--- src/rtl/contiguous_cell_allocator_assert.svh ---
// Assertion macros for the allocator RTL.
`ifndef CONTIGUOUS_CELL_ALLOCATOR_ASSERT_SVH
`define CONTIGUOUS_CELL_ALLOCATOR_ASSERT_SVH

// Same-cycle implication, checked out of reset.
`define CCA_ASSERT_NOW(label, clk, rst_n, ante, cons, msg) \
  label: assert property (@(posedge clk) disable iff (!rst_n) (ante) |-> (cons)) \
    else $error(msg);

// Next-cycle implication, checked out of reset.
`define CCA_ASSERT_NEXT(label, clk, rst_n, ante, cons, msg) \
  label: assert property (@(posedge clk) disable iff (!rst_n) (ante) |=> (cons)) \
    else $error(msg);

`endif

--- src/rtl/cca_pkg.sv ---
// Shared types, codes and widths for the contiguous cell allocator.
package cca_pkg;

  localparam int CELL_COUNT_DEF = 32;

  localparam int OP_W     = 1;
  localparam int LEN_W    = 6;
  localparam int START_W  = 5;
  localparam int STATUS_W = 2;
  localparam int FREE_W   = 6;
  localparam int CMP_W    = 8;

  localparam int IN_BITS     = OP_W + LEN_W + START_W;
  localparam int IN_TDATA_W  = ((IN_BITS + 7) / 8) * 8;
  localparam int OUT_BITS    = STATUS_W + START_W + FREE_W;
  localparam int OUT_TDATA_W = ((OUT_BITS + 7) / 8) * 8;

  typedef enum logic [OP_W-1:0] {
    OP_ALLOC   = 1'b0,
    OP_RELEASE = 1'b1
  } op_t;

  typedef enum logic [STATUS_W-1:0] {
    ST_OK     = 2'd0,
    ST_FEW    = 2'd1,
    ST_NOHOLE = 2'd2,
    ST_BAD    = 2'd3
  } status_t;

  typedef enum logic [2:0] {
    S_IDLE,
    S_CHECK,
    S_SCAN,
    S_PICK,
    S_RUN,
    S_DONE
  } state_t;

  // Control from the sequencer to the hole tracker.
  typedef struct packed {
    logic clear;
    logic step;
    logic cell_free;
  } hole_ctl_t;

endpackage

--- src/rtl/cca_hole.sv ---
// Best-fit hole tracker: follows free runs one cell per step and keeps the best.
module cca_hole #(
  parameter int CELL_COUNT = cca_pkg::CELL_COUNT_DEF,
  parameter int CW         = $clog2(CELL_COUNT + 1)
) (
  input  logic                     clk,
  input  logic                     rst_n,
  input  cca_pkg::hole_ctl_t       ctl,
  input  logic [CW-1:0]            cell_idx,
  input  logic [cca_pkg::LEN_W-1:0] req_len,
  output logic                     found,
  output logic [CW-1:0]            best_start
);
  import cca_pkg::*;

  logic          found_r, found_nxt;
  logic [CW-1:0] hole_start_r, hole_start_nxt;
  logic [CW-1:0] hole_len_r, hole_len_nxt;
  logic [CW-1:0] best_start_r, best_start_nxt;
  logic [CW-1:0] best_len_r, best_len_nxt;
  logic          fits;

  // Hole closes here: does it hold the run and beat the best so far
  assign fits = (CMP_W'(hole_len_r) >= CMP_W'(req_len)) &&
                (!found_r || (hole_len_r < best_len_r));

  always_comb begin
    found_nxt      = found_r;
    hole_start_nxt = hole_start_r;
    hole_len_nxt   = hole_len_r;
    best_start_nxt = best_start_r;
    best_len_nxt   = best_len_r;
    if (ctl.clear) begin
      found_nxt    = 1'b0;
      hole_len_nxt = '0;
    end else if (ctl.step) begin
      if (ctl.cell_free) begin
        // extend the current hole, opening it if needed
        if (hole_len_r == '0) begin
          hole_start_nxt = cell_idx;
        end
        hole_len_nxt = hole_len_r + 1'b1;
      end else begin
        // close the hole and keep it if it is the tightest fit
        if (fits) begin
          found_nxt      = 1'b1;
          best_start_nxt = hole_start_r;
          best_len_nxt   = hole_len_r;
        end
        hole_len_nxt = '0;
      end
    end
  end

  always_ff @(posedge clk) begin
    if (!rst_n) begin
      found_r    <= 1'b0;
      hole_len_r <= '0;
    end else begin
      found_r    <= found_nxt;
      hole_len_r <= hole_len_nxt;
    end
    hole_start_r <= hole_start_nxt;
    best_start_r <= best_start_nxt;
    best_len_r   <= best_len_nxt;
  end

  assign found      = found_r;
  assign best_start = best_start_r;

endmodule

--- src/rtl/contiguous_cell_allocator.sv ---
// Bad requests and too-few-cells allocates go from the check straight to the result.
// One item at a time; the hole scan and run marking step one cell per cycle.
// Synchronous active-low reset frees every cell and empties the result register.
module contiguous_cell_allocator #(
  parameter int CELL_COUNT = cca_pkg::CELL_COUNT_DEF
) (
  input  logic                           clk,
  input  logic                           rst_n,
  input  logic                           in_tvalid,
  output logic                           in_tready,
  // [0] operation, [6:1] run_length, [11:7] run_start
  input  logic [cca_pkg::IN_TDATA_W-1:0] in_tdata,
  output logic                           out_tvalid,
  input  logic                           out_tready,
  // [1:0] status, [6:2] granted_start, [12:7] free_cells
  output logic [cca_pkg::OUT_TDATA_W-1:0] out_tdata
);
  import cca_pkg::*;
  `include "contiguous_cell_allocator_assert.svh"

  localparam int CW = $clog2(CELL_COUNT + 1);
  localparam int IW = $clog2(CELL_COUNT);

  state_t state_r, state_nxt;

  logic [CELL_COUNT-1:0] map_r;
  logic [CW-1:0]         free_cnt_r, free_cnt_nxt;
  logic [CW-1:0]         idx_r, idx_nxt;
  logic [LEN_W-1:0]      rem_r, rem_nxt;
  op_t                   op_r;
  logic [LEN_W-1:0]      len_r;
  logic [START_W-1:0]    start_r;
  status_t               status_r, status_nxt;
  logic [START_W-1:0]    grant_r, grant_nxt;
  logic                  out_tvalid_r;
  logic [OUT_TDATA_W-1:0] out_tdata_r;

  logic      in_xfer;
  logic      bad_req, few_cells, cell_free, run_wr, out_load;
  hole_ctl_t hole_ctl;
  logic      hole_found;
  logic [CW-1:0] hole_best;

  assign in_xfer = in_tvalid && in_tready;

  // Request checks on the latched item
  assign bad_req = (len_r == '0) || (CMP_W'(len_r) > CMP_W'(CELL_COUNT)) ||
                   ((op_r == OP_RELEASE) &&
                    ((CMP_W'(start_r) + CMP_W'(len_r)) > CMP_W'(CELL_COUNT)));
  assign few_cells = CMP_W'(free_cnt_r) < CMP_W'(len_r);

  assign cell_free = (CMP_W'(idx_r) < CMP_W'(CELL_COUNT)) && !map_r[idx_r[IW-1:0]];

  cca_hole #(
    .CELL_COUNT (CELL_COUNT),
    .CW         (CW)
  ) u_hole (
    .clk        (clk),
    .rst_n      (rst_n),
    .ctl        (hole_ctl),
    .cell_idx   (idx_r),
    .req_len    (len_r),
    .found      (hole_found),
    .best_start (hole_best)
  );

  // Next state
  always_comb begin
    state_nxt = state_r;
    unique case (state_r)
      S_IDLE:  if (in_xfer) state_nxt = S_CHECK;
      S_CHECK: begin
        if (bad_req || ((op_r == OP_ALLOC) && few_cells)) begin
          state_nxt = S_DONE;
        end else if (op_r == OP_ALLOC) begin
          state_nxt = S_SCAN;
        end else begin
          state_nxt = S_RUN;
        end
      end
      S_SCAN:  if (CMP_W'(idx_r) == CMP_W'(CELL_COUNT)) state_nxt = S_PICK;
      S_PICK:  state_nxt = hole_found ? S_RUN : S_DONE;
      S_RUN:   if (rem_r == '0) state_nxt = S_DONE;
      S_DONE:  if (!out_tvalid_r || out_tready) state_nxt = S_IDLE;
      default: state_nxt = S_IDLE;
    endcase
  end

  // Sequencer outputs and datapath control
  always_comb begin
    idx_nxt      = idx_r;
    rem_nxt      = rem_r;
    status_nxt   = status_r;
    grant_nxt    = grant_r;
    free_cnt_nxt = free_cnt_r;
    hole_ctl     = '0;
    run_wr       = 1'b0;
    out_load     = 1'b0;
    in_tready    = 1'b0;
    unique case (state_r)
      S_IDLE: begin
        in_tready = 1'b1;
      end
      S_CHECK: begin
        status_nxt     = ST_OK;
        grant_nxt      = '0;
        hole_ctl.clear = 1'b1;
        if (bad_req) begin
          status_nxt = ST_BAD;
        end else if ((op_r == OP_ALLOC) && few_cells) begin
          status_nxt = ST_FEW;
        end else if (op_r == OP_ALLOC) begin
          idx_nxt = '0;
        end else begin
          idx_nxt = CW'(start_r);
          rem_nxt = len_r;
        end
      end
      S_SCAN: begin
        // one cell per cycle, plus one step past the end to close the last hole
        hole_ctl.step      = 1'b1;
        hole_ctl.cell_free = cell_free;
        idx_nxt            = idx_r + 1'b1;
      end
      S_PICK: begin
        if (hole_found) begin
          idx_nxt   = hole_best;
          rem_nxt   = len_r;
          grant_nxt = START_W'(hole_best);
        end else begin
          status_nxt = ST_NOHOLE;
        end
      end
      S_RUN: begin
        if (rem_r != '0) begin
          run_wr  = 1'b1;
          idx_nxt = idx_r + 1'b1;
          rem_nxt = rem_r - 1'b1;
          if (op_r == OP_ALLOC) begin
            free_cnt_nxt = free_cnt_r - 1'b1;
          end else if (map_r[idx_r[IW-1:0]]) begin
            free_cnt_nxt = free_cnt_r + 1'b1;
          end
        end
      end
      S_DONE: begin
        out_load = !out_tvalid_r || out_tready;
      end
      default: begin
      end
    endcase
  end

  // Control registers and occupancy map
  always_ff @(posedge clk) begin
    if (!rst_n) begin
      state_r      <= S_IDLE;
      map_r        <= '0;
      free_cnt_r   <= CW'(CELL_COUNT);
      out_tvalid_r <= 1'b0;
    end else begin
      state_r    <= state_nxt;
      free_cnt_r <= free_cnt_nxt;
      if (run_wr) begin
        map_r[idx_r[IW-1:0]] <= (op_r == OP_ALLOC);
      end
      if (out_load) begin
        out_tvalid_r <= 1'b1;
      end else if (out_tready) begin
        out_tvalid_r <= 1'b0;
      end
    end
  end

  // Payload registers
  always_ff @(posedge clk) begin
    if (in_xfer) begin
      op_r    <= op_t'(in_tdata[0]);
      len_r   <= in_tdata[OP_W +: LEN_W];
      start_r <= in_tdata[OP_W + LEN_W +: START_W];
    end
    idx_r    <= idx_nxt;
    rem_r    <= rem_nxt;
    status_r <= status_nxt;
    grant_r  <= grant_nxt;
    if (out_load) begin
      out_tdata_r <= OUT_TDATA_W'({FREE_W'(free_cnt_r), grant_r, status_r});
    end
  end

  assign out_tvalid = out_tvalid_r;
  assign out_tdata  = out_tdata_r;

  `CCA_ASSERT_NOW(a_free_bound, clk, rst_n, 1'b1,
    CMP_W'(free_cnt_r) <= CMP_W'(CELL_COUNT), "free count above cell count")
  `CCA_ASSERT_NEXT(a_busy_after_take, clk, rst_n, in_xfer,
    !in_tready, "took a new item while one is in flight")
  `CCA_ASSERT_NOW(a_run_in_range, clk, rst_n, (state_r == S_RUN) && (rem_r != '0),
    CMP_W'(idx_r) < CMP_W'(CELL_COUNT), "run write past the last cell")
  `CCA_ASSERT_NOW(a_grant_zero_on_fail, clk, rst_n,
    out_tvalid && (out_tdata[1:0] != ST_OK),
    out_tdata[6:2] == '0, "nonzero start on a failed request")

endmodule
--- config.mk ---
export PLATFORM = sky130hd
export DESIGN_NAME = contiguous_cell_allocator
export DESIGN_NICKNAME = d
export VERILOG_FILES = /design/src/rtl/cca_pkg.sv /design/src/rtl/cca_hole.sv /design/src/rtl/contiguous_cell_allocator.sv
export VERILOG_INCLUDE_DIRS = /design/src /design/src/rtl
export SDC_FILE = /design/constraint.sdc
export NUM_CORES = 1
export LEC_CHECK = 0
export ABC_AREA = 1
export BUFFER_PORTS_ARGS = -buffer_cell sky130_fd_sc_hd__buf_2
export CAP_MARGIN = 20
export CORE_ASPECT_RATIO = 0.5
export CORE_MARGIN = 2
export CORE_UTILIZATION = 40
export CTS_CLUSTER_SIZE = 24
export DETAILED_ROUTE_END_ITERATION = 8
export SETUP_SLACK_MARGIN = 0.05
export SLEW_MARGIN = 20
export SYNTH_ARGS = -nofsm -noshare
export SYNTH_HDL_FRONTEND = slang
export SYNTH_SLANG_ARGS = --single-unit
--- constraint.sdc ---
create_clock -name clk -period 3.95 [get_ports clk]
set_input_delay 0.1975 -clock clk [delete_from_list [all_inputs] [get_ports clk]]
set_output_delay 0.1975 -clock clk [all_outputs]
set_load 0.005 [all_outputs]
# Yosys cells after proc, flatten, opt, wreduce, memory -nomap -nowiden

Index checks and enable logic that the tools add are counted.

Bits in registers: 111
Input port bits: 20
Output and inout bits: 18
Logic and storage cells: 127

$add $sub $neg: 6
Order comparisons: 8
Eq/ne operators: 17
Muxes and demuxes: 42
Bitwise gates (word level): 4
Reduce and logical (&&, ||, !) cells: 33

Operator list:

| operator                                                       | number |
|---|---|
| 2-to-1 mux 6 bit                                               | 12 |
| bitwise mux 32 bit                                             | 1 |
| one-hot mux 6 bit (4 select lines)                             | 1 |
| adder 6 x 1 -> 6 bit (second input constant)                   | 3 |
| zero test 6 bit                                                | 3 |
| 2-to-1 mux 3 bit                                               | 6 |
| inequality test 2 bit (second input constant)                  | 9 |
| one-hot mux 3 bit (6 select lines)                             | 1 |
| one-hot mux 6 bit (3 select lines)                             | 1 |
| < comparator 6 bit                                             | 2 |
| AND reduction 4 bit                                            | 3 |
| subtractor 6 x 1 -> 6 bit (second input constant)              | 2 |
| 2-to-1 mux 1 bit                                               | 11 |
| 2-to-1 mux 5 bit                                               | 2 |
| one-hot mux 5 bit (2 select lines)                             | 1 |
| adder 5 x 6 -> 7 bit                                           | 1 |
| greater-than comparator 7 x 6 -> 1 bit (second input constant) | 1 |
| equality test 3 x 2 -> 1 bit (second input constant)           | 2 |
| equality test 3 bit (second input constant)                    | 2 |
| equality test 6 bit (second input constant)                    | 1 |
| >= comparator 6 bit                                            | 1 |
| greater-than comparator 6 bit (second input constant)          | 1 |
| logical AND 1 bit                                              | 6 |
| < comparator 5 x 6 -> 1 bit (second input constant)            | 1 |
| 21 further kinds                                               | 36 |

# Logic depth before layout (Yosys ltp)

Gate-level depths: netlist (run 1).

Word-level depth: 7
Depth in mapped cells: 18
Gate-level depth less buffers: 18

# By module

Synthesis (run 1) repeated with hierarchy kept, for this count alone.

Cells, all modules: 639
Area total of the unflattened synthesis: 5661.7 µm²

By module, submodules not included:

| module                    | instances | cells each | area each (µm²) | seq. area each (µm²) |
|---|---|---|---|---|
| contiguous_cell_allocator | 1         | 517        | 4440.5          | 2162.1 |
| cca_hole                  | 1         | 122        | 1221.2          | 680.7 |

# Least setup slack after synthesis (run 1)

No wires, ideal clock.

Kind: reg2reg
Start point: reg len_r[0]
End point: reg idx_r[0] (enable)
Library setup time: 363 ps
Arrival time: 2156 ps
Data required time: 3587 ps
Setup slack: 1431 ps
Stages on the path, launching flop included: 16
Buffers on the path: 0
Period minus slack after synthesis: 2519 ps
Cells stage by stage: edfxtp_1 ha_1 inv_1 fa_1 nand2_1 nor2_1 nand2_1 nor2_1 nand2_1 nand2_1 nand2_1 nand2_1 nand3_1 nand2_1 o211ai_1 a21oi_1

Word-level cells in the longest chain between the ends: 6
Elaborated cells between the ends (all ways): 12
Classes of those cells: 1 x add/sub; 3 x order compare; 2 x eq/ne; 6 x reduce/logical

Ends and longest elaborated chain:

| element                                | line                             | source |
|---|---|---|
| start: declaration                     | contiguous_cell_allocator.sv:31  | `logic [LEN_W-1:0] len_r;` |
| start signal: assignment               | contiguous_cell_allocator.sv:179 | `len_r <= in_tdata[OP_W +: LEN_W];` |
| adder 5 x 6 -> 7 bit                   | contiguous_cell_allocator.sv:49  | `((CMP_W'(start_r) + CMP_W'(len_r)) > CMP_W'(CELL_COUNT)));` |
| greater-than comparator 7 x 6 -> 1 bit | contiguous_cell_allocator.sv:49  |  |
| logical AND 1 bit                      | contiguous_cell_allocator.sv:48  | `((op_r == OP_RELEASE) &&` |
| logical OR 1 bit                       | contiguous_cell_allocator.sv:47  | `assign bad_req = (len_r == '0) \|\| (CMP_W'(len_r) > CMP_W'(CELL_COUNT)) \|\|` |
| inequality test 2 bit (no line)        | --                               |  |
| AND reduction 5 bit (no line) *        | --                               |  |
| end signal: assignment                 | contiguous_cell_allocator.sv:182 | `idx_r <= idx_nxt;` |
| end: declaration                       | contiguous_cell_allocator.sv:28  | `logic [CW-1:0] idx_r, idx_nxt;` |

Every way passes the cells marked *; elsewhere a longest branch is shown, timed or not.
A chain may end at the register's enable or synchronous reset.

# Worst setup path after layout (run 1)

Start point: reg idx_r[0]
End point: reg u_hole.hole_start_r[3] (enable)

Word-level cells in the longest chain between the ends: 6
Elaborated cells between the ends (all ways): 7
Classes of those cells: 1 x order compare; 3 x mux; 3 x reduce/logical

Ends and longest elaborated chain:

| element                                | line                             | source |
|---|---|---|
| binary-select mux 1 bit (select 5 bit) | contiguous_cell_allocator.sv:52  | `assign cell_free = (CMP_W'(idx_r) < CMP_W'(CELL_COUNT)) && !map_r[idx_r[IW-1:0]];` |
| 2-to-1 mux 1 bit (not written as such) | contiguous_cell_allocator.sv:52  |  |
| zero test 1 bit                        | contiguous_cell_allocator.sv:52  |  |
| logical AND 1 bit *                    | contiguous_cell_allocator.sv:52  |  |
| 2-to-1 mux 2 bit *                     | contiguous_cell_allocator.sv:100 | `unique case (state_r)` |
| AND reduction 4 bit (no line) *        | --                               |  |
| end signal: assignment                 | cca_hole.sv:63                   | `hole_start_r <= hole_start_nxt;` |
| end: declaration                       | cca_hole.sv:17                   | `logic [CW-1:0] hole_start_r, hole_start_nxt;` |

Every way passes the cells marked *; elsewhere a longest branch is shown, timed or not. The select of a mux whose other input is x is not followed.

==> results of run 1 <==
-- cell families (layout without fill, tap and decap cells) --
| group | count (synthesis) | count (layout) | share of synthesized area |
|---|---|---|---|
| xor+xnor | 15 | 15 | 0.0235 |
| fa+ha+maj | 35 | 35 | 0.0809 |
| other cells | 1 | 3 | 0.000670 |
| flops | 111 | 111 | 0.508 |
| simple gates | 226 | 226 | 0.181 |
| buf+inv | 96 | 129 | 0.0695 |
| compound gates | 139 | 139 | 0.136 |
-- metrics by stage --
stage	setup slack, ns	total power, mW	cell area (sq um)	hold WS, ns	util
2_1_floorplan	1.43	2.60	5600	0.296	-
3_3_place_gp	0.969	2.92	5930	0.375	0.437
3_5_place_dp	0.995	2.94	5930	0.376	0.437
4_1_cts	0.939	3.94	6260	0.0147	0.461
5_1_grt	0.627	4.20	6270	0.00383	0.461
6_report	0.968	3.92	6270	0.0168	0.461
-- how the worst max path moves through the flow --
stage | from | endpoint | cells after the start
detailed placement | idx_r[0] | u_hole.hole_start_r[0] | 11
finish | idx_r[0] | u_hole.hole_start_r[3] | 11
global route | idx_r[0] | u_hole.hole_start_r[3] | 11
CTS | idx_r[0] | u_hole.hole_start_r[3] | 11
global placement | idx_r[0] | u_hole.hole_start_r[1] | 11
floorplan | len_r[0] | idx_r[0] | 15
-- synthesized netlist by cell type, types with 3 or more instances --
library cell    n
a21oi_1        60
a221o_1         3
buf_2           3
buf_4           4
clkbuf_1        8
dfxtp_1        49
edfxtp_1       62
ha_1           33
inv_1          69
inv_2          10
nand2_1       108
nand3_1        26
nand4_1         4
nor2_1         64
nor2_2          4
nor2_4          3
nor3_1          6
nor3_4          3
o211ai_1        5
o21ai_0        48
o21ai_1         9
o22ai_1         3
xnor2_1         4
xor2_1         11
-- power by group through the flow --
stage	combinational [mW]	sequential (mW)	clock (mW)
3_5_place_dp	1.24	1.71	0
4_1_cts	1.25	1.68	1.00
6_report	1.25	1.68	0.991
2_1_floorplan	0.993	1.60	0
3_3_place_gp	1.22	1.71	0
5_1_grt	1.43	1.71	1.06
-- worst max-delay path, cell delays in order (launching register included) --
cell      delay (ns)
edfxtp_1        0.95
inv_2           0.30
o21ai_0         0.23
o22ai_1         0.12
nand2_1         0.07
nand2_1         0.06
nor2_2          0.16
nand3_2         0.18
nor2_2          0.16
inv_2           0.05
nor4_2          0.19
buf_4           0.22
-- layer usage --
metal  part of all wire  up-vias
li1                   -     2159
met3              0.034        4
met1               0.50     1940
met2               0.46       59
met4             0.0046        0
met5                  0        -
-- registers in the layout (all words and copies together), names as in the netlist, 2 cells and up --
signal               flops
u_hole.hole_start_r      6
out_tdata               13
idx_r                    6
len_r                    6
start_r                  5
rem_r                    6
u_hole.hole_len_r        6
grant_r                  5
state_r                  3
u_hole.best_len_r        6
map_r                   32
status_r                 2
u_hole.best_start        6
free_cnt_r               6
-- cell type report --
class | count | area [sq um] | share of cell area
repair buffers | 33 | 173 | 0.0276
clock inverters | 3 | 46.3 | 0.00739
clock buffers | 13 | 283 | 0.0451
multi-input cells | 418 | 2380 | 0.380
inverters | 80 | 303 | 0.0483
flip-flops and latches | 111 | 2840 | 0.454
well taps | 192 | 240 | 0.0383
==> metrics, run 1 <==
full die area=approximately 0.015 sq mm; Num CTS Buffers=9; initial antenna violation count=0; post-synthesis sequential area ratio=0.508; Inserted Diodes=0; H-tree Lvls=3; synth warn=0; GR Util met1=0.236; Yosys reg bits=between 100 and 150; Final Hold Fails=0; Crit Reg-Reg Endpoint=u_hole.hole_start_r[3]; fin crit share=0.755; Comb pwr share=0.319; net switching power=roughly 1.5 mW; fin. max-slew vios=0; Pleak=approximately 2.6 nW; grt met3 use=0.0465; Final min period=roughly 3.0 ns; pwr dens=626 mW/mm^2; I/O pin count=38; Fmax=about 0.34 GHz; hold path endpoint=len_r[3]; global-route wire length before repair=19.8 mm; cts hold-fix bufs=0; sw frac=0.379; ratio of cells with drive above 1 in the final layout=0.117; Vias per Instance=4.90; startpoint types=flop; setup bufs post-CTS=0; total clock sinks=around 110; Non-Filler Instances=850; commonest non-fill, non-tap cells in the layout=nand2_1, inv_1, nor2_1; Max Cap Violations=0; pin count of the biggest net entering global routing=29; HP Start=in_tdata[4]; crit end category=flop; Die Wd=between 150 and 200 um; CP arrival=between 3 and 4 ns; post-CTS sizing=0; synthesized cell area=around 0.0056 sq mm; most common cell after layout, fill and taps aside=nand2_1; share of the synthesized area in the top cell type=0.333; met2 global-route usage=0.287; clock power share=0.252; kind of critical path=flop to flop; Starting Density=0.412; port bufs=30; root buffer selected by CTS=clkbuf_16; Clock Latency Late Sink=0.35 ns; clk slew on worst S/H paths=0.07 ns; r2r setup slk=approximately 0.97 ns; router iterations before antenna repair=5; mean area per synthesized cell=8.98 sq um; GP Congestion=just over 0.8; Synth cell types=slightly above 40; filler instances=1308; vias in the first global route=around 3.9k; total core area=approximately 0.014 sq mm; cells taking the most area after synthesis=edfxtp_1, dfxtp_1, ha_1; min-delay worst type=input pin to flop; Layout area overhead=12.0%; Slew headroom=0.315; CP Data Required Time=between 4 and 5 ns; Post-synth EDFFs=62; RR Startpoint=idx_r[0]; Seq pwr share=0.429; Hold Path Stages=1; final-stage net count=approximately 710; worst clock skew=roughly 0.006 ns; DRT Wirelength=12.1 mm; detailed router's first-iteration violation count=approximately 330; cell-internal power=~2.4 mW; Post-synth top flop=edfxtp_1; GRT Util Overall=0.174; GR peak layer=met2; Reg2Reg Depth=11; unrepaired setup endpoints after global routing=no; Via Count=4162; critical-path maximum fanout=27; Tightest Pin Transition=1.02 ns; gr ovfl total=0; Post-DP HPWL=8.73 mm; DRC=0; Setup violations, final=0; Core Rows=30; Routed wire per std cell=14.3 um; CTS tree=built; total negative setup slack=0 ns; die height=between 80 and 90 um; Synth area leader=edfxtp_1; placed insts=around 830; status=finished clean; post-route ant nets=0; Post-Syn Instances=623; Worst VDD drop=0.270 mV; Clock Tree Buf Depth=2; asr flop ratio synth=0
No activity file was read; power rests on OpenSTA's default activity.
==> run 2, diff against run 1 <==
==> constraint.sdc (replaced) <==
create_clock -name clk -period 2.9 [get_ports clk]
set_input_delay 0.145 -clock clk [delete_from_list [all_inputs] [get_ports clk]]
set_output_delay 0.145 -clock clk [all_outputs]
set_load 0.005 [all_outputs]
==> run 2 against run 1 <==
  * Cell count rose by 2.7%
  * Combinational power is 48% higher
  * Register-to-register slack worse by 0.66 ns
  * Worst setup slack worse by 0.66 ns
  * Wire length is 0.99% higher
  * Clock skew is 0.0013 ns higher
  * Utilization is 1.0 points higher
  * Via count increased by 1.7%
  * First-iteration DRC count shrank 3.1%
  * Clock power increased by 14%
==> metrics, run 2 (synthesis gave the netlist of run 1 again) <==
Final min period=2.59 ns (was 2.98 ns); Pleak=2.62 nW (was 2.55 nW); Die Wd=171 um (unchanged); CTS tree=built (unchanged); CP arrival=2.65 ns (was 3.05 ns); Setup violations, final=0 (unchanged); Clock Latency Late Sink=0.35 ns (about the same); crit end category=flop (unchanged); Fmax=0.386 GHz (was 0.335 GHz); max FFs per register=32 (unchanged); port bufs=30 (unchanged); fin crit share=0.893 (was 0.755); router iterations before antenna repair=4 (was 5); detailed router's first-iteration violation count=315 (was 325); Num CTS Buffers=9 (unchanged); Core Rows=30 (unchanged); post-route ant nets=0 (unchanged); kind of critical path=flop to flop (unchanged); final-stage net count=731 (was 708); Via Count=4232 (was 4162); total clock sinks=111 (unchanged); worst clock skew=0.00745 ns (was 0.00616 ns); full die area=0.0150 sq mm (unchanged); commonest non-fill, non-tap cells in the layout=nand2_1, inv_1, nor2_1 (unchanged); vias in the first global route=4061 (was 3889); CP Data Required Time=2.96 ns (was 4.01 ns); pin count of the biggest net entering global routing=29 (unchanged); Inserted Diodes=0 (unchanged); critical-path maximum fanout=6 (was 27); ratio of cells with drive above 1 in the final layout=0.128 (was 0.117); Most flops, register=map_r (unchanged); total core area=0.0136 sq mm (unchanged); GRT Util Overall=0.176 (was 0.174); I/O pin count=38 (unchanged); Tightest Pin Transition=0.718 ns (was 1.02 ns); min-delay worst type=input pin to flop (unchanged); Layout area overhead=14.5% (was 12.0%); pwr dens=810 mW/mm^2 (was 626 mW/mm^2); H-tree Lvls=3 (unchanged); root buffer selected by CTS=clkbuf_16 (unchanged); most common cell after layout, fill and taps aside=nand2_1 (unchanged); total negative setup slack=0 ns (unchanged); clk slew on worst S/H paths=0.07 ns (about the same); Vias per Instance=4.85 (was 4.90); DRC=0 (unchanged); Slew headroom=0.521 (was 0.315); Worst VDD drop=0.419 mV (was 0.270 mV); GP Congestion=0.842 (was 0.832); Starting Density=0.412 (unchanged); startpoint types=flop (unchanged); Final Hold Fails=0 (unchanged); Max Cap Violations=0 (unchanged); total power=5.19 mW (was 3.92 mW); DRT Wirelength=12.3 mm (was 12.1 mm); gr ovfl total=0 (unchanged); filler instances=1326 (was 1308); Post-DP HPWL=8.99 mm (was 8.73 mm); die height=87.6 um (unchanged); initial antenna violation count=0 (unchanged); global-route wire length before repair=20.4 mm (was 19.8 mm); Routed wire per std cell=14.0 um (was 14.3 um); Clock Tree Buf Depth=2 (unchanged); unrepaired setup endpoints after global routing=no (unchanged); status=finished clean (unchanged); fin. max-slew vios=0 (unchanged)
run 2: final timing paths:
path	from	endpoint	slack, ns	cells after the start
max	len_r[0]	rem_r[3]	0.31	16
min	out_tready	out_tvalid	0.11	4
max reg2reg	len_r[0]	rem_r[3]	0.31	16
min reg2reg	grant_r[0]	out_tdata[2]	0.42	0
run 2: stage by stage:
| step | setup slack (ns) | util | std cells | instance area, sq um | hold WS [ns] |
|---|---|---|---|---|---|
| finish | 0.309 | 0.472 | 873 | 6410 | 0.105 |
| global route | 0.0793 | 0.472 | 873 | 6410 | 0.124 |
| CTS | 0.242 | 0.470 | 870 | 6380 | 0.0847 |
| detailed placement | 0.262 | 0.441 | 842 | 5990 | 0.324 |
| global placement | 0.333 | 0.441 | 842 | 5990 | 0.325 |
| floorplan | 0.381 | - | 625 | 5600 | 0.244 |
run 2: what timing repair did:
action | in CTS | in global routing
setup endpoints to repair | 0 | 12
hold buffers | 12 | 0
setup buffers | 0 | 3
gates resized for setup | 0 | 1
hold endpoints to repair | 12 | 0
run 2: power breakdown:
group	internal (mW)	switching [mW]
registers	1.99	0.223
logic	0.622	1.23
clock network	0.579	0.549
total	3.19	2.00
run 2: critical path, stage by stage, from the launching register on:
cell      delay [ns]
edfxtp_1        0.41
ha_1            0.19
inv_1           0.05
fa_1            0.48
nand2_1         0.05
nor2_1          0.09
nand2_1         0.06
nor2_1          0.09
nand2_1         0.06
nand2_1         0.05
nand2_1         0.05
nand2_2         0.07
nand3_1         0.09
nand2_1         0.11
o211ai_1        0.13
nor2_1          0.16
buf_4           0.17
run 2: routing by layer:
layer  global-route usage  vias to the layer above  wire length (um)
li1                     -                     2209                 -
met1                0.240                     1956              6080
met2                0.287                       52              5510
met3               0.0416                       15               531
met4               0.0439                        0               140
met5                    0                        -                 0
run 2: area by class of cell:
type	instances	area, sq um	area share
Sequential cell	111	2840	0.444
Multi-Input combinational cell	418	2380	0.371
Timing Repair Buffer	56	375	0.0586
Inverter	80	303	0.0473
Tap cell	192	240	0.0375
Clock buffer	10	229	0.0357
Clock inverter	6	38.8	0.00605
==> run 3, diff against run 2 <==
--- a/config.mk
+++ b/config.mk
@@ -14,6 +14,7 @@
 export CORE_UTILIZATION = 40
 export CTS_CLUSTER_SIZE = 24
 export DETAILED_ROUTE_END_ITERATION = 8
+export RECOVER_POWER = 25
 export SETUP_SLACK_MARGIN = 0.05
 export SLEW_MARGIN = 20
 export SYNTH_ARGS = -nofsm -noshare
==> run 3 against run 2 <==
  * Flip-flop and latch count unchanged
  * Clock-buffer cell count unchanged
  * Sequential power about the same
  * Largest cell class unchanged
  * Largest power group unchanged
  * Highest routed layer unchanged
==> metrics, run 3 (synthesis gave the netlist of run 1 again) <==
status=finished clean (unchanged); Final Hold Fails=0 (unchanged); hold path endpoint=out_tvalid (unchanged); clk slew on worst S/H paths=0.07 ns (about the same); RR Startpoint=len_r[0] (unchanged); GRT Util Overall=0.176 (unchanged); HP Start=out_tready (unchanged); crit-path most repeated cell=nand2_1 (unchanged); CP arrival=2.65 ns (about the same); wire length on met2=5.51 mm (about the same); fin. max-slew vios=0 (unchanged); pwr dens=811 mW/mm^2 (was 810 mW/mm^2); total negative setup slack=0 ns (unchanged); CTS tree=built (unchanged); gr ovfl total=0 (unchanged); clock power share=0.217 (about the same); Inserted Diodes=0 (unchanged); GP Congestion=0.842 (unchanged); Clock Tree Buf Depth=2 (unchanged); global-route wire length before repair=20.4 mm (unchanged); crit end category=flop (unchanged); Hold Path Stages=4 (unchanged); initial antenna violation count=0 (unchanged); sw frac=0.386 (about the same); total clock sinks=111 (unchanged); Starting Density=0.412 (unchanged); Comb pwr share=0.357 (about the same); Clock Latency Late Sink=0.35 ns (about the same); Die Wd=171 um (unchanged); kind of critical path=flop to flop (unchanged); critical-path maximum fanout=6 (unchanged); max FFs per register=32 (unchanged); vias in the first global route=4061 (unchanged); full die area=0.0150 sq mm (unchanged); unrepaired setup endpoints after global routing=no (unchanged); Setup violations, final=0 (unchanged); Slew headroom=0.522 (was 0.521); CP cell instances=ha_1 -> inv_1 -> fa_1 -> nand2_1 -> nor2_1 -> nand2_1 -> nor2_1 -> nand2_1 -> nand2_1 -> nand2_1 -> nand2_2 -> nand3_1 -> nand2_1 -> o211ai_1 -> nor2_1 -> buf_4 (unchanged); Crit Reg-Reg Endpoint=rem_r[3] (unchanged); DRC=0 (unchanged); final-stage net count=731 (unchanged); Core Rows=30 (unchanged); die height=87.6 um (unchanged); cell-internal power=3.19 mW (about the same); H-tree Lvls=3 (unchanged); placed insts=842 (unchanged); total core area=0.0136 sq mm (unchanged); Worst VDD drop=0.419 mV (about the same); ratio of cells with drive above 1 in the final layout=0.126 (was 0.128); Non-Filler Instances=873 (unchanged); Post-DP HPWL=8.99 mm (unchanged); Pleak=2.62 nW (about the same); net switching power=2.00 mW (about the same); Max Cap Violations=0 (unchanged); Seq pwr share=0.426 (about the same); Tightest Pin Transition=0.716 ns (was 0.718 ns); Critical-path top delay cell=fa_1 (unchanged); Final min period=2.59 ns (about the same); Reg2Reg Depth=16 (unchanged); WL met1=6.09 mm (was 6.08 mm); startpoint types=flop (unchanged); commonest non-fill, non-tap cells in the layout=nand2_1, inv_1, nor2_1 (unchanged); most common cell after layout, fill and taps aside=nand2_1 (unchanged); filler instances=1327 (was 1326); worst clock skew=0.00745 ns (unchanged); Vias per Instance=4.85 (about the same); min-delay worst type=input pin to flop (unchanged); Via Count=4235 (was 4232); Most flops, register=map_r (unchanged); CP peak stage delay=0.48 ns (about the same); port bufs=30 (unchanged); router iterations before antenna repair=4 (unchanged); met3 WL=525 um (was 531 um); Routed wire per std cell=14.0 um (about the same); top layer in use=met4 (unchanged); post-route ant nets=0 (unchanged); Fmax=0.386 GHz (about the same); detailed router's first-iteration violation count=299 (was 315); Layout area overhead=14.5% (about the same); root buffer selected by CTS=clkbuf_16 (unchanged); CP top delay family=simple AND/OR/NAND/NOR gates (unchanged); I/O pin count=38 (unchanged); fin crit share=0.893 (about the same); DRT Wirelength=12.3 mm (about the same); Num CTS Buffers=9 (unchanged); CP Data Required Time=2.96 ns (about the same); pin count of the biggest net entering global routing=29 (unchanged); Bufs and invs on worst path=2 (unchanged); r2r setup slk=0.31 ns (about the same)
==> run 3: cell types whose count changed in the layout (fill, tap and decap cells not counted) <==
cell      previous run  this run
buf_2               30        29
clkbuf_1             1         2
==> run 3: cell type report <==
| type | count | area [sq um] | share of cell area |
|---|---|---|---|
| clock buffers | 10 | 229 | 0.0357 |
| clock inverters | 6 | 38.8 | 0.00605 |
| inverters | 80 | 303 | 0.0473 |
| multi-input cells | 418 | 2380 | 0.371 |
| flip-flops and latches | 111 | 2840 | 0.444 |
| well taps | 192 | 240 | 0.0375 |
| repair buffers | 56 | 374 | 0.0584 |
==> run 3: worst reg2reg max path, cell delays in order (launching register included) <==
cell and delay (ns):
edfxtp_1 0.41, ha_1 0.19, inv_1 0.05, fa_1 0.48, nand2_1 0.05, nor2_1 0.09
nand2_1 0.06, nor2_1 0.09, nand2_1 0.06, nand2_1 0.05, nand2_1 0.05, nand2_2 0.07
nand3_1 0.09, nand2_1 0.11, o211ai_1 0.13, nor2_1 0.16, buf_4 0.17
==> run 3: per-layer routing <==
metal,vias to the layer above,GRT usage
met2,50,0.287
met5,-,0
li1,2208,-
met4,0,0.0439
met3,15,0.0416
met1,1962,0.240
==> run 3: what timing repair did <==
item                                    4_1_cts  5_1_grt
endpoints found under the setup margin        0       12
resized for setup                             0        1
hold buffers                                 12        0
setup buffers                                 0        3
hold endpoints to repair                     12        0
==> run 3: through the flow <==
step	power, mW	area, sq um	util	worst slack [ns]	hold slack (ns)
floorplan	3.54	5600	-	0.381	0.244
global placement	4.04	5990	0.441	0.333	0.325
detailed placement	4.07	5990	0.441	0.262	0.324
CTS	5.22	6380	0.470	0.242	0.0847
global route	5.58	6410	0.471	0.0793	0.124
finish	5.19	6410	0.471	0.309	0.107
==> run 3: power by group through the flow <==
stage               logic [mW]  clock network (mW)  registers (mW)
CTS                       1.84                1.16            2.21
global route              2.12                1.22            2.24
floorplan                 1.35                   0            2.18
detailed placement        1.82                   0            2.25
finish                    1.85                1.13            2.21
global placement          1.80                   0            2.24
==> run 3: how the worst max path moves through the flow <==
| stage | from | to | slack [ns] | depth (start not counted) |
|---|---|---|---|---|
| 5_1_grt | len_r[0] | idx_r[0] | 0.08 | 16 |
| 2_1_floorplan | len_r[0] | idx_r[0] | 0.38 | 15 |
| 3_3_place_gp | len_r[0] | idx_r[1] | 0.33 | 16 |
| 3_5_place_dp | len_r[0] | rem_r[0] | 0.26 | 16 |
| 4_1_cts | len_r[0] | rem_r[3] | 0.24 | 16 |
| 6_report | len_r[0] | rem_r[3] | 0.31 | 16 |
